--- config.mk ---
export PLATFORM = sky130hd
export DESIGN_NAME = smap_ctrl
export DESIGN_NICKNAME = d
export VERILOG_FILES = /design/src/hdl/smap_pkg.sv /design/src/hdl/smap_ctrl.sv
export SDC_FILE = /design/constraint.sdc
export NUM_CORES = 1
export LEC_CHECK = 0
export BUFFER_PORTS_ARGS = -buffer_cell sky130_fd_sc_hd__buf_2
export CORE_ASPECT_RATIO = 0.9
export CORE_MARGIN = 3
export CORE_UTILIZATION = 56
export DETAILED_ROUTE_END_ITERATION = 8
export PLACE_DENSITY = 0.85
export SLEW_MARGIN = 40
export SYNTH_ARGS = -nofsm -noshare
export SYNTH_HDL_FRONTEND = slang
export SYNTH_SLANG_ARGS = --single-unit
--- constraint.sdc ---
create_clock -name clk -period 3.65 [get_ports clk]
set_clock_uncertainty 0.2 [all_clocks]
set_input_delay 0.73 -clock clk [delete_from_list [all_inputs] [get_ports clk]]
set_output_delay 0.73 -clock clk [all_outputs]
set_load 0.05 [all_outputs]
--- src/hdl/smap_pkg.sv ---
package smap_pkg;

  // Quantities are Q(32-FRAC_BITS).FRAC_BITS, fractions and decays are Q1.15.
  localparam int FRAC_BITS = 16;
  localparam int Q15_BITS  = 15;

  // Divider retires two quotient bits per cycle over a 64-bit dividend.
  localparam int DIV_BITS     = 64;
  localparam int DIV_RADIX    = 2;
  localparam int DIV_CYCLES   = DIV_BITS / DIV_RADIX;
  localparam int DIV_CNT_W    = $clog2(DIV_CYCLES);

  // Item kinds carried on the input selector.
  localparam logic [2:0] FN_DAY       = 3'd0;
  localparam logic [2:0] FN_LOAD_SOIL = 3'd1;
  localparam logic [2:0] FN_LOAD_SURF = 3'd2;
  localparam logic [2:0] FN_LOAD_SEC  = 3'd3;
  localparam logic [2:0] FN_LOAD_GW   = 3'd4;

  // Configuration register indexes.
  localparam logic [2:0] CFG_SOIL_CAP  = 3'd0;
  localparam logic [2:0] CFG_FIELD_CAP = 3'd1;
  localparam logic [2:0] CFG_WILTING   = 3'd2;
  localparam logic [2:0] CFG_FRACTIONS = 3'd3;
  localparam logic [2:0] CFG_LEVELS    = 3'd4;
  localparam logic [2:0] CFG_SURF_DEC  = 3'd5;
  localparam logic [2:0] CFG_BASE_DEC  = 3'd6;
  localparam logic [2:0] CFG_SCALE     = 3'd7;

  typedef struct packed {
    logic [31:0] soil_capacity;
    logic [31:0] field_capacity_level;
    logic [31:0] wilting_level;
    logic [31:0] rate_fractions;
    logic [63:0] reservoir_levels;
    logic [47:0] surface_decays;
    logic [31:0] base_decays;
    logic [31:0] flow_scale;
  } cfg_t;

  typedef struct packed {
    logic [31:0] total_flow;
    logic [31:0] soil_storage_out;
    logic [31:0] surface_storage_out;
    logic [30:0] second_storage_out;
    logic [31:0] groundwater_storage_out;
    logic [30:0] surface_runoff;
    logic [30:0] actual_evaporation;
    logic [30:0] recharge;
    logic [31:0] direct_flow_one;
    logic [31:0] lateral_flow;
    logic [31:0] direct_flow_two;
    logic [31:0] base_flow;
  } res_t;

  // Datapath operations. M_* loads the shared multiplier, W_* stores its result.
  typedef enum logic [5:0] {
    OP_NONE, OP_ACCEPT, OP_CAP, OP_TU, OP_M_AI, OP_W_AI, OP_D, OP_SQ, OP_ES_DIV,
    OP_ES, OP_AVAIL, OP_M_ER, OP_W_ER, OP_M_R1, OP_W_R1, OP_M_R2, OP_W_R2,
    OP_M_MG, OP_W_MG, OP_M_ED, OP_W_ED, OP_M_E2, OP_W_E2, OP_M_E3, OP_W_E3,
    OP_M_EB, OP_W_EB, OP_M_Q1, OP_W_Q1, OP_M_QP, OP_W_QP, OP_M_Q2, OP_W_Q2,
    OP_M_QB, OP_W_QB, OP_UPD, OP_COMMIT
  } op_t;

  typedef struct packed {
    logic div_done;
    logic out_busy;
  } sts_t;

  localparam int          PC_W    = 6;
  localparam logic [5:0]  PC_LAST = 6'd33;

  // Step program of one day item.
  function automatic op_t prog_op(input logic [PC_W-1:0] pc);
    op_t op;
    unique case (pc)
      6'd0:  op = OP_CAP;
      6'd1:  op = OP_TU;
      6'd2:  op = OP_M_AI;
      6'd3:  op = OP_W_AI;
      6'd4:  op = OP_D;
      6'd5:  op = OP_SQ;
      6'd6:  op = OP_ES_DIV;
      6'd7:  op = OP_ES;
      6'd8:  op = OP_AVAIL;
      6'd9:  op = OP_M_ER;
      6'd10: op = OP_W_ER;
      6'd11: op = OP_M_R1;
      6'd12: op = OP_W_R1;
      6'd13: op = OP_M_R2;
      6'd14: op = OP_W_R2;
      6'd15: op = OP_M_MG;
      6'd16: op = OP_W_MG;
      6'd17: op = OP_M_ED;
      6'd18: op = OP_W_ED;
      6'd19: op = OP_M_E2;
      6'd20: op = OP_W_E2;
      6'd21: op = OP_M_E3;
      6'd22: op = OP_W_E3;
      6'd23: op = OP_M_EB;
      6'd24: op = OP_W_EB;
      6'd25: op = OP_M_Q1;
      6'd26: op = OP_W_Q1;
      6'd27: op = OP_M_QP;
      6'd28: op = OP_W_QP;
      6'd29: op = OP_M_Q2;
      6'd30: op = OP_W_Q2;
      6'd31: op = OP_M_QB;
      6'd32: op = OP_W_QB;
      6'd33: op = OP_UPD;
      default: op = OP_NONE;
    endcase
    return op;
  endfunction

endpackage

--- src/hdl/smap_ctrl.sv ---
module smap_ctrl
  import smap_pkg::*;
(
  input  logic clk,
  input  logic rst_n,
  input  logic in_tvalid,
  input  logic in_is_day,
  output logic in_tready,
  input  sts_t sts,
  output op_t  cmd
);

  typedef enum logic [3:0] {
    ST_IDLE   = 4'b0001,
    ST_RUN    = 4'b0010,
    ST_WAIT   = 4'b0100,
    ST_COMMIT = 4'b1000
  } state_t;

  state_t          state_r, state_nxt;
  logic [PC_W-1:0] pc_r, pc_nxt;
  op_t             step;

  assign step = prog_op(pc_r);

  always_comb begin
    state_nxt = state_r;
    pc_nxt    = pc_r;
    cmd       = OP_NONE;
    in_tready = 1'b0;
    unique case (state_r)
      ST_IDLE: begin
        in_tready = 1'b1;
        if (in_tvalid) begin
          cmd = OP_ACCEPT;
          if (in_is_day) begin
            pc_nxt    = '0;
            state_nxt = ST_RUN;
          end
        end
      end
      ST_RUN: begin
        cmd = step;
        if (step == OP_CAP || step == OP_ES_DIV) state_nxt = ST_WAIT;
        else if (pc_r == PC_LAST) state_nxt = ST_COMMIT;
        else pc_nxt = pc_r + 1'b1;
      end
      ST_WAIT: begin
        if (sts.div_done) begin
          pc_nxt    = pc_r + 1'b1;
          state_nxt = ST_RUN;
        end
      end
      ST_COMMIT: begin
        if (!sts.out_busy) begin
          cmd       = OP_COMMIT;
          state_nxt = ST_IDLE;
        end
      end
      default: state_nxt = ST_IDLE;
    endcase
  end

  always_ff @(posedge clk) begin
    if (!rst_n) begin
      state_r <= ST_IDLE;
      pc_r    <= '0;
    end else begin
      state_r <= state_nxt;
      pc_r    <= pc_nxt;
    end
  end

endmodule
### Word level (Yosys, flattened, before mapping)

Memories as Yosys holds them, arrays and structs flattened. A register that Yosys moved wholly into a read port is not among the register bits.
Cells that the tools add are included.

* muxes and demuxes: 19
* equal/unequal tests: 14
* add/sub/neg operators: 1
* reduce and logical (&&, ||, !) cells: 4

Operators by type and width (count)
* 6-bit 2-to-1 mux: 8
* 6-bit one-hot mux with 3 select lines: 2
* 4-bit 2-to-1 mux: 6
* 4-bit one-hot mux with 4 select lines: 1
* 2-bit != test (second input constant): 6
* 6-bit by 1-bit adder with 6-bit output (second input constant): 1
* 6-bit by 2-bit == test with 1-bit output (second input constant): 1
* 6-bit by 4-bit == test with 1-bit output (second input constant): 1
* 6-bit == test (second input constant): 1
* 6-bit AND reduction: 1
* 5-bit AND reduction: 1
* 4-bit by 1-bit == test with 1-bit output (second input constant): 1
* 4-bit by 2-bit == test with 1-bit output (second input constant): 1
* 4-bit by 3-bit == test with 1-bit output (second input constant): 1
* 4-bit == test (second input constant): 1
* 3-bit != test (second input constant): 1
* 3-bit nonzero test: 1
* 1-bit 2-to-1 mux: 2
* 1-bit logical OR: 1

* word-level logic and storage cells: 41
* register bits after elaboration: 10
* ROM bits: 384
* output and inout port bits: 7
* memories kept: 1

Memories
* (no name shown): depth 64, width 6, read ports 1, clocked after memory_dff 1, write ports 0, line smap_pkg.sv:76 `unique case (pc)`

### Longest topological paths before layout

Gate-level depths: netlist of the first run.

* depth in word-level cells: 6
* mapped depth: 11
* mapped depth without buffers: 10

### Worst setup path before layout of the first run

Ideal clock, no wire load.

* path type: input port to output port
* start point: input sts[0] (netlist bit)
* end point: output cmd[2]
* slack: 663 ps
* stages: 3
* arrival: 2057 ps
* path buffers: 0
* required time: 2720 ps
* cells stage by stage: nor3b_1 a21oi_1 nor3_1

* word-level cells in the longest chain between the ends: 2

Ends and longest elaborated chain
* start, declared: line smap_ctrl.sv:9 `input sts_t sts,`
* 6-bit 2-to-1 mux: line smap_ctrl.sv:55 `if (!sts.out_busy) begin`
* 6-bit one-hot mux with 3 select lines: line smap_ctrl.sv:31 `unique case (state_r)`
* end, declared: line smap_ctrl.sv:10 `output op_t cmd`

No other way between the ends.

### Worst setup path after layout of the first run

* start point: register state_r[0]
* end point: register step[4] (netlist name)

* word-level cells in the longest chain between the ends: 5

Ends and longest elaborated chain
* start, declared: line smap_ctrl.sv:20 `state_t state_r, state_nxt;`
* start signal, assigned: line smap_ctrl.sv:69 `state_r <= state_nxt;`
* 4-bit by 2-bit == test with 1-bit output, or another cell as far along: line smap_ctrl.sv:31
* 2-bit != test (no line) / 3-bit nonzero test (equally long branches)
* 6-bit AND reduction (no line)
* 6-bit 2-to-1 mux (no line) (*) (2 in series)

Mark *: on every way between the ends. The rest lies on a longest branch, timed or not.
A chain may end at the register's enable or synchronous reset.

==> metrics.md, run 1 <==
| Metric | Value |
|---|---|
| Cell total after placement | 157 |
| Commonest non-fill, non-tap cell in the layout | dfxtp_1 |
| Hold_sp | pc_r[0]$_SDFFE_PN0N_ |
| Slowest stage delay, CP | 0.62 ns |
| Min-Delay Endpoint | pc_r[0]$_SDFFE_PN0N_ |
| Initial antenna violation count | 0 |
| Nets | 147 |
| Htree depth | 1 |
| CTS tree | built |
| Pins Over Slew Limit | 0 |
| Via count | 964 |
| Peak VDD IR | 0.2484 mV |
| Critical path arrival | 3.04 ns |
| Gr ovfl total | 0 |
| Crit path launch type | flip-flop |
| Most frequent cells in the layout | 16 x dfxtp_1, 13 x nor2_1, 12 x buf_2 |
| Reg-to-reg endpoint | step[4]$_SDFF_PP0_ |
| Critical Path RT | 3.64 ns |
| Fill cells | 152 |
| Initial Utilization | 62.14% |
| CP cell instances | nor3b_1, a211oi_1, or2_2, nor2b_4, mux2_4, or3_1, a32o_1 |
| CTS buffer count | 3 |
| Final HPWL DP | 1.803 mm |
| Post-synth EDFFs | 0 |
| Fmax | 0.3275 GHz |
| Via density | 5.988 |
| Post-CTS Setup Inserts | 0 |
| N_diodes | 0 |
| Finished Layout Cells | 161 |
| Worst hold path type | flip-flop to flip-flop |
| Worst Setup End Kind | flip-flop |
| Fin. Hold Viols | 0 |
| Setup TNS | 0 ns |
| Drt first pass iters | 4 |
| Clock latency on the worst-skew pair | 0.30 ns |
| Register clock-pin slew on the reported worst setup and hold paths | 0.10 ns |
| Clock Sinks | 16 |
| Leak | 0.0004715 uW |
| Syn_nets | 136 |
| Crit-path max FO | 12 |
| Final min period | 3.054 ns |
| Worst-case clock buffer depth | 2 |
| Fraction of layout cells with a size suffix above 1 | 20.44% |
| DIE HEIGHT | 47.83 um |
| Core outline area | 1752 sq um |
| Post-cts resize count | 0 |
| Mapped cell area | 1089 sq um |
| Total GRT Usage | 21.01% |
| Hold Path Depth | 2 |
| Status | finished, final reports clean |
| Slowest cell on the critical path | dfxtp_1 |
| Mapped Cells | 127 |
| Reg2reg path depth | 7 |
| Die area | 2510 sq um |
| Worst Max-Slew Pin Slew | 0.5287 ns |
| Final worst-path cycle share | 83.66% |
| Area grow syn2layout | 5.402% |
| DRC viols | 0 |
| Die Span X | 52.48 um |
| Sequential cell area fraction in the yosys report | 29.43% |
| Main synth FF type | dfxtp_1 |
| Post-synthesis async set-or-reset flop share | 0% |
| Reg-to-Reg Start | state_r[0]$_SDFFE_PN1P_ |
| Slew headroom | 63.84% |
| Pin count of the biggest net entering global routing | 15 |
| Syn Area/Cell | 8.571 sq um |
| R2R Setup Slk | 0.60 ns |
| Final Setup Violations | 0 |
| Maxcap violations | 0 |
| Clk root buf | clkbuf_4 |
| Wire length per cell | 14.42 um |
| Ports | 13 |
| Row count | 14 |
| Unrepaired setup endpoints after global routing | false |
| Vias in the first global route | 802 |
| Final WL | 2.321 mm |
| Routed Antenna Nets | 0 |
| PwrDens | 404.6 nW/um^2 |
| Synth cell types | 47 |
| Final RePlAce weighted congestion | 0.8389 |
| Crit Path Class | flip-flop to flip-flop |
| Global-route wire length before repair | 3.732 mm |
| Starting DRC count in detailed routing | 54 |
| Port Buffer Count | 12 |
| Post-CTS Hold Buffers | 0 |
| Flops & latches, synth | 16 |
| Synth warn | 0 |
## per-layer routing
layer,vias to the layer above,global-route usage (%),routed length (um)
li1,483,-,-
met1,442,26.79,1020
met2,36,33.91,1116
met3,3,8.100,178
met4,0,5.102,6
met5,-,0,0
## through the flow
| stage | utilization [%] | worst slack [ns] | total power [uW] | cell area [sq um] | hold WS [ns] |
|---|---|---|---|---|---|
| after global routing | 65.50 | 0.5044 | 492.0 | 1147 | 0.4475 |
| after global placement | 63.43 | 0.6766 | 341.6 | 1111 | 0.3676 |
| final | 65.50 | 0.5965 | 464.2 | 1147 | 0.4054 |
| after CTS | 65.50 | 0.6189 | 466.9 | 1147 | 0.4019 |
| after floorplan | - | 0.6631 | 337.0 | 1089 | 0.2985 |
| after detailed placement | 63.43 | 0.5250 | 347.6 | 1111 | 0.3858 |
## how the worst max path moves through the flow
stage | from | endpoint | slack [ns] | cells past startpoint
after detailed placement | in_tvalid | step[4]$_SDFF_PP0_ | 0.52 | 10
final | state_r[0]$_SDFFE_PN1P_ | step[4]$_SDFF_PP0_ | 0.60 | 7
after floorplan | sts[0] | cmd[2] | 0.66 | 3
after global routing | state_r[0]$_SDFFE_PN1P_ | step[4]$_SDFF_PP0_ | 0.50 | 7
after global placement | in_tvalid | step[4]$_SDFF_PP0_ | 0.68 | 10
after CTS | state_r[0]$_SDFFE_PN1P_ | step[4]$_SDFF_PP0_ | 0.62 | 7
## cells in the mapped netlist (2+ instances only)
library cell  count  area, sq um
nand3b_1          2        15.01
o21ai_0           4        20.02
nor2_1           13        48.80
a21oi_1           4        20.02
and2_1            5        31.28
ha_1              3        37.54
dfxtp_1          16        320.3
or2_2             2        12.51
buf_6             2        22.52
xnor2_1           5        43.79
a32oi_1           3        26.28
nand3_1           5        25.02
a211oi_1          4        30.03
nor4bb_1          2        20.02
nand2_1           9        33.78
nor3_1            4        20.02
o31ai_1           2        15.01
inv_1             9        33.78
nor3b_1           4        30.03
and3_1            2        12.51
## critical path, delay by kind of cell, from the launching register on
family | cells | cell delay (ns)
muxes | 1 | 0.35
DFF | 1 | 0.62
and+or+nand+nor | 4 | 1.30
AOI/OAI and AO/OA | 2 | 0.47
## power by group
group          switching [uW]  total (uW)  internal [uW]
registers                21.2         203            182
clock network            59.2         120           60.9
logic                    93.6         141           47.6
total                     174         464            290
## sequential cells by signal, indices dropped and copies added, names as in the netlist
name,flops
pc_r,6
state_r,4
step,6
## cells by family after synthesis
| family | Yosys count | synth area share (%) |
|---|---|---|
| mux | 1 | 1.379 |
| xor+xnor | 5 | 4.023 |
| simple gates | 59 | 33.22 |
| flops | 16 | 29.43 |
| buf+inv | 15 | 9.310 |
| fa+ha+maj | 3 | 3.449 |
| compound gates | 28 | 19.20 |
## cell type report
cell class	instances	area, sq um	area share [%]
flip-flops and latches	16	320.3	27.92
multi-input cells	96	666.9	58.12
well taps	24	30.03	2.617
repair buffers	12	60.06	5.234
inverters	9	33.78	2.944
clock buffers	4	36.28	3.162
(Power assumes the default switching activity.)
==> run 2: changes to the inputs <==
Settings changed: CORE_UTILIZATION 56 to 51, PLACE_DENSITY 0.85 to 0.82.
Clock period 3.65 ns to 2.8 ns, I/O delays scaled along.
==> metrics.md, run 2 (synthesis gave the netlist of run 1 again) <==
| Metric | Value |
|---|---|
| Crit path launch type | flip-flop |
| Area grow syn2layout | 14.83% |
| Clk root buf | clkbuf_4 |
| Clock Sinks | 16 (unchanged) |
| Row count | 15 (+1) |
| Final RePlAce weighted congestion | 0.8331 (-0.69%) |
| PwrDens | 519.0 nW/um^2 (+28%) |
| Status | finished, final reports clean |
| Via density | 5.850 (-2.3%) |
| Nets | 158 (+7.5%) |
| Worst Setup End Kind | flip-flop |
| Pins Over Slew Limit | 0 (unchanged) |
| Worst-case clock buffer depth | 2 (unchanged) |
| Initial antenna violation count | 0 (unchanged) |
| Post-CTS Hold Buffers | 0 (unchanged) |
| Via count | 1,012 (+5.0%) |
| Gr ovfl total | 0 (unchanged) |
| Final min period | 2.656 ns (-0.3979 ns) |
| Critical Path RT | 2.78 ns (-0.86 ns) |
| Final Setup Violations | 0 (unchanged) |
| Setup slack at placement | -0.01125 ns (-0.5362 ns) |
| Die area | 2726 sq um (+8.6%) |
| Maxcap violations | 0 (unchanged) |
| Peak VDD IR | 0.4274 mV (+72%) |
| DRC viols | 0 (unchanged) |
| Reg2reg path depth | 8 (+1) |
| Fmax | 0.3766 GHz (+15%) |
| Setup TNS | 0 ns (unchanged) |
| Reg-to-reg endpoint | step[4]$_SDFF_PP0_ |
| Commonest non-fill, non-tap cell in the layout | dfxtp_1 |
| CTS tree | built |
| Starting DRC count in detailed routing | 51 (-5.6%) |
| N_diodes | 0 (unchanged) |
| DIE HEIGHT | 49.83 um (+4.2%) |
| Min-Delay Endpoint | pc_r[0]$_SDFFE_PN0N_ |
| Critical path arrival | 2.64 ns (-0.40 ns) |
| Final WL | 2.633 mm (+13%) |
| Initial Utilization | 55.24% (-6.9 points) |
| Clock latency on the worst-skew pair | 0.29 ns (about the same) |
| Die Span X | 54.70 um (+4.2%) |
| Worst hold path type | flip-flop to flip-flop |
| Global-route wire length before repair | 4.167 mm (+12%) |
| Fin util | 63.43% (-2.1 points) |
| CTS buffer count | 3 (unchanged) |
| Most frequent cells in the layout | 14 x dfxtp_1, 13 x nor2_1, 12 x buf_2 |
| Worst setup margin | 0.1444 ns (-0.4521 ns) |
| Slew headroom | 60.10% (-3.7 points) |
| Crit-path max FO | 7 (-5) |
| Final worst-path cycle share | 94.84% (+11 points) |
| Vias in the first global route | 936 (+17%) |
| Register clock-pin slew on the reported worst setup and hold paths | 0.10 ns (about the same) |
| Ports | 13 (unchanged) |
| Port Buffer Count | 12 (unchanged) |
| Hold Path Depth | 2 (unchanged) |
| Leak | 0.0005301 uW (+12%) |
| Htree depth | 1 (unchanged) |
| Pin count of the biggest net entering global routing | 15 (unchanged) |
| Routed Antenna Nets | 0 (unchanged) |
| Drt first pass iters | 4 (unchanged) |
| Fin. Hold Viols | 0 (unchanged) |
| R2R Setup Slk | 0.14 ns (-0.45 ns) |
| Core outline area | 1971 sq um (+13%) |
| Final HPWL DP | 1.973 mm (+9.4%) |
| Unrepaired setup endpoints after global routing | false |
| Wire length per cell | 15.22 um (+5.6%) |
| Hold_sp | pc_r[0]$_SDFFE_PN0N_ |
| Crit Path Class | flip-flop to flip-flop |
| Worst Max-Slew Pin Slew | 0.5953 ns (+0.06657 ns) |
| Fraction of layout cells with a size suffix above 1 | 29.73% (+9.3 points) |
| Total GRT Usage | 20.66% (-0.35 points) |
| Reg-to-Reg Start | state_r[0]$_SDFFE_PN1P_ |
| Total power | 648.7 uW (+40%) |
## run 2: stage by stage
stage,std cells,area [sq um],hold WS (ns)
CTS,171,1226,0.3714
floorplan,127,1099,0.2985
global route,173,1250,0.4059
detailed placement,167,1190,0.3516
global placement,167,1190,0.3697
finish,173,1250,0.3822
## run 2: where the power goes
| part | internal [uW] | switching [uW] | total (uW) | leakage (uW) |
|---|---|---|---|---|
| clock | 79.1 | 77.5 | 157 | 0.0000210 |
| sequential | 238 | 17.1 | 255 | 0.000130 |
| combinational | 89.9 | 147 | 237 | 0.000379 |
| total | 407 | 242 | 649 | 0.000530 |
## run 2: worst max-delay path by stage
stage                                  from                  to  slack [ns]  cells past startpoint
floorplan                         in_tvalid  step[4]$_SDFF_PP0_        0.14                      8
global placement                     sts[1]  step[4]$_SDFF_PP0_        0.05                      8
detailed placement                   sts[1]  step[4]$_SDFF_PP0_       -0.01                      8
CTS                 state_r[1]$_SDFFE_PN0P_  step[4]$_SDFF_PP0_        0.05                      7
global route        state_r[0]$_SDFFE_PN1P_     step[5]$_DFF_P_        0.01                     11
finish              state_r[0]$_SDFFE_PN1P_  step[4]$_SDFF_PP0_        0.14                      8
## run 2: per-layer routing
metal / vias to the layer above / track usage [%] / wire, um / part of all wire, %
met3: 2 / 5.438 / 97 / 3.7
met4: 0 / 1.245 / 10 / 0.38
met5: - / 0 / 0 / 0
met2: 24 / 33.27 / 1321 / 50
li1: 503 / - / - / -
met1: 483 / 28.44 / 1203 / 46
## run 2: final cells by class
class | instances | area, sq um
inverters | 9 | 33.78
fillers | 187 | 720.7
multi-input cells | 96 | 683.2
well taps | 25 | 31.28
repair buffers | 23 | 142.6
clock buffers | 4 | 36.28
flip-flops and latches | 16 | 322.8
## run 2: worst max-delay path, cell delays in order, from the launching register on
cell	delay, ns
dfxtp_1	0.35
buf_4	0.18
nor3b_1	0.22
a211oi_1	0.09
or2_2	0.33
nor2b_4	0.18
mux2_4	0.33
or3_1	0.39
a32o_1	0.28
## run 2: timing repair
action | 4_1_cts | 5_1_grt
buffers inserted | 0 | 2
resized for setup | 0 | 4
setup endpoints to repair | 0 | 3
hold endpoints to repair | 0 | 0
==> run 3: changes to the inputs <==
Settings changed: BUFFER_PORTS_ARGS -buffer_cell sky130_fd_sc_hd__buf_2 to default, CORE_UTILIZATION 51 to 55, DONT_BUFFER_PORTS from default to 1, PLACE_DENSITY 0.82 to 0.81.
==> metrics.md, run 3 (synthesis gave the netlist of run 1 again) <==
| Metric | Value |
|---|---|
| Status | finished, final reports clean |
| Unrepaired setup endpoints after global routing | false |
| Final Instance Area | 1179 sq um (-5.7%) |
| Reg-to-Reg Start | state_r[1]$_SDFFE_PN0P_ |
| Post-place instance area | 1129 sq um (-5.2%) |
| Slowest stage delay, CP | 0.52 ns (+0.13 ns) |
| CP cell instances | inv_1, nor4_4, buf_4, and2_1 |
| Worst setup margin | 0.07560 ns (-0.06878 ns) |
| CTS buffer count | 3 (unchanged) |
| Pins Over Slew Limit | 0 (unchanged) |
| Met1 GRT Util | 29.31% (+0.87 points) |
| Reg-to-reg endpoint | step[4]$_SDFF_PP0_ |
| Ports | 13 (unchanged) |
| Fin. Hold Viols | 0 (unchanged) |
| Final min period | 2.724 ns (+0.06878 ns) |
| Final HPWL DP | 1.835 mm (-7.0%) |
| Die Span X | 52.90 um (-3.3%) |
| Htree depth | 1 (unchanged) |
| Core outline area | 1769 sq um (-10%) |
| Gr ovfl total | 0 (unchanged) |
| Total GRT Usage | 21.99% (+1.3 points) |
| DIE HEIGHT | 48.21 um (-3.3%) |
| Setup TNS | 0 ns (unchanged) |
| Critical path origin | state_r[1]$_SDFFE_PN0P_ |
| Post-cts resize count | 0 (unchanged) |
| Fmax | 0.3671 GHz (-2.5%) |
| Post-CTS Hold Buffers | 0 (unchanged) |
| Vias in the first global route | 849 (-9.3%) |
| Drt first pass iters | 4 (unchanged) |
| Wire length per cell | 15.42 um (+1.3%) |
| Slowest cell on the critical path | dfxtp_1 |
| Worst-case clock buffer depth | 2 (unchanged) |
| Met3 usage | 4.281% (-1.2 points) |
| CTS tree | built |
| Final Setup Violations | 0 (unchanged) |
| Nets | 144 (-8.9%) |
| Final WL | 2.437 mm (-7.4%) |
| Fin util | 66.62% (+3.2 points) |
| WHS | 0.2363 ns (-0.1459 ns) |
| R2R Setup Slk | 0.16 ns (+0.02 ns) |
| Routed Antenna Nets | 0 (unchanged) |
| Reg2reg path depth | 10 (+2) |
| Most frequent cells in the layout | 16 x dfxtp_1, 13 x nor2_1, 9 x inv_1, 9 x nand2_1, 9 x buf_4 |
| Initial antenna violation count | 0 (unchanged) |
| Register clock-pin slew on the reported worst setup and hold paths | 0.10 ns (about the same) |
| Starting DRC count in detailed routing | 43 (-16%) |
| GR Util met2 | 34.16% (+0.89 points) |
| Post-CTS Setup Inserts | 0 (unchanged) |
| Fraction of layout cells with a size suffix above 1 | 21.64% (-8.1 points) |
| Slew headroom | 64.70% (+4.6 points) |
| Area grow syn2layout | 8.276% |
| Worst Setup End Kind | primary output |
| PwrDens | 535.0 nW/um^2 (+3.1%) |
| End of the critical path | cmd[3] |
| Worst hold path type | primary input to flip-flop |
| Via count | 973 (-3.9%) |
| Peak VDD IR | 0.4756 mV (+11%) |
| Via density | 6.158 (+5.3%) |
| N_diodes | 0 (unchanged) |
| Clk root buf | clkbuf_4 |
| Crit path launch type | flip-flop |
| Final RePlAce weighted congestion | 0.9842 (+18%) |
| Critical path arrival | 1.96 ns (-0.68 ns) |
| Crit Path Class | flip-flop to primary output |
| Setup slack at placement | 0.1154 ns (+0.1267 ns) |
| Commonest non-fill, non-tap cell in the layout | dfxtp_1 |
| Crit-path max FO | 9 (+2) |
| Clock latency on the worst-skew pair | 0.30 ns (about the same) |
| Critical Path RT | 2.04 ns (-0.74 ns) |
| DRC viols | 0 (unchanged) |
| Global-route wire length before repair | 3.953 mm (-5.1%) |
| Maxcap violations | 0 (unchanged) |
| GR peak layer | met2 |
| Pin count of the biggest net entering global routing | 10 (-5) |
| Initial Utilization | 61.53% (+6.3 points) |
| Worst Max-Slew Pin Slew | 0.5267 ns (-0.06864 ns) |
| Port Buffer Count | 0 (-12) |
| Die area | 2550 sq um (-6.5%) |
| Row count | 14 (-1) |
| Leak | 0.0004690 uW (-12%) |
| Final worst-path cycle share | 97.30% (+2.5 points) |
| Clock Sinks | 16 (unchanged) |
-- run 3: cell types whose count changed in the layout (fill, tap and decap cells not counted), sizes merged --
cell	before	now
buf	23	9
-- run 3: how the worst min path moves through the flow --
stage | start | end | slack, ns | cells after the start
after floorplan | pc_r[0]$_SDFFE_PN0N_ | pc_r[0]$_SDFFE_PN0N_ | 0.30 | 2
after global placement | pc_r[0]$_SDFFE_PN0N_ | pc_r[0]$_SDFFE_PN0N_ | 0.41 | 2
after detailed placement | pc_r[0]$_SDFFE_PN0N_ | pc_r[0]$_SDFFE_PN0N_ | 0.42 | 2
after CTS | rst_n | state_r[2]$_SDFFE_PN0P_ | 0.23 | 2
after global routing | rst_n | state_r[2]$_SDFFE_PN0P_ | 0.27 | 2
final | rst_n | state_r[2]$_SDFFE_PN0P_ | 0.24 | 2
-- run 3: area by class of cell --
| class | count | area (sq um) |
|---|---|---|
| Multi-Input combinational cell | 96 | 690.7 |
| Fill cell | 159 | 590.6 |
| Sequential cell | 16 | 320.3 |
| Timing Repair Buffer | 9 | 67.56 |
| Clock buffer | 4 | 36.28 |
| Inverter | 9 | 33.78 |
| Tap cell | 24 | 30.03 |
-- run 3: through the flow --
step	std cells	total power (uW)
finish	158	630.6
global route	158	657.5
CTS	158	623.9
detailed placement	154	468.1
global placement	154	463.4
floorplan	127	440.8
-- run 3: metal layers --
layer | up-vias | share of wire [%]
met3 | 10 | 6.5
met5 | - | 0
li1 | 479 | -
met1 | 440 | 46
met2 | 44 | 45
met4 | 0 | 2.3
-- run 3: worst max-delay path, delay by kind of cell (launching register included) --
family,cells,cell delay (ns)
buffers and inverters,2,0.37
DFF,1,0.52
and+or+nand+nor,2,0.78
-- run 3: power breakdown --
part           leakage, uW  switching [uW]  total [uW]  internal (uW)
Clock            0.0000210            80.9         160           79.3
Combinational     0.000319             137         215           78.1
Sequential        0.000129            18.7         256            237
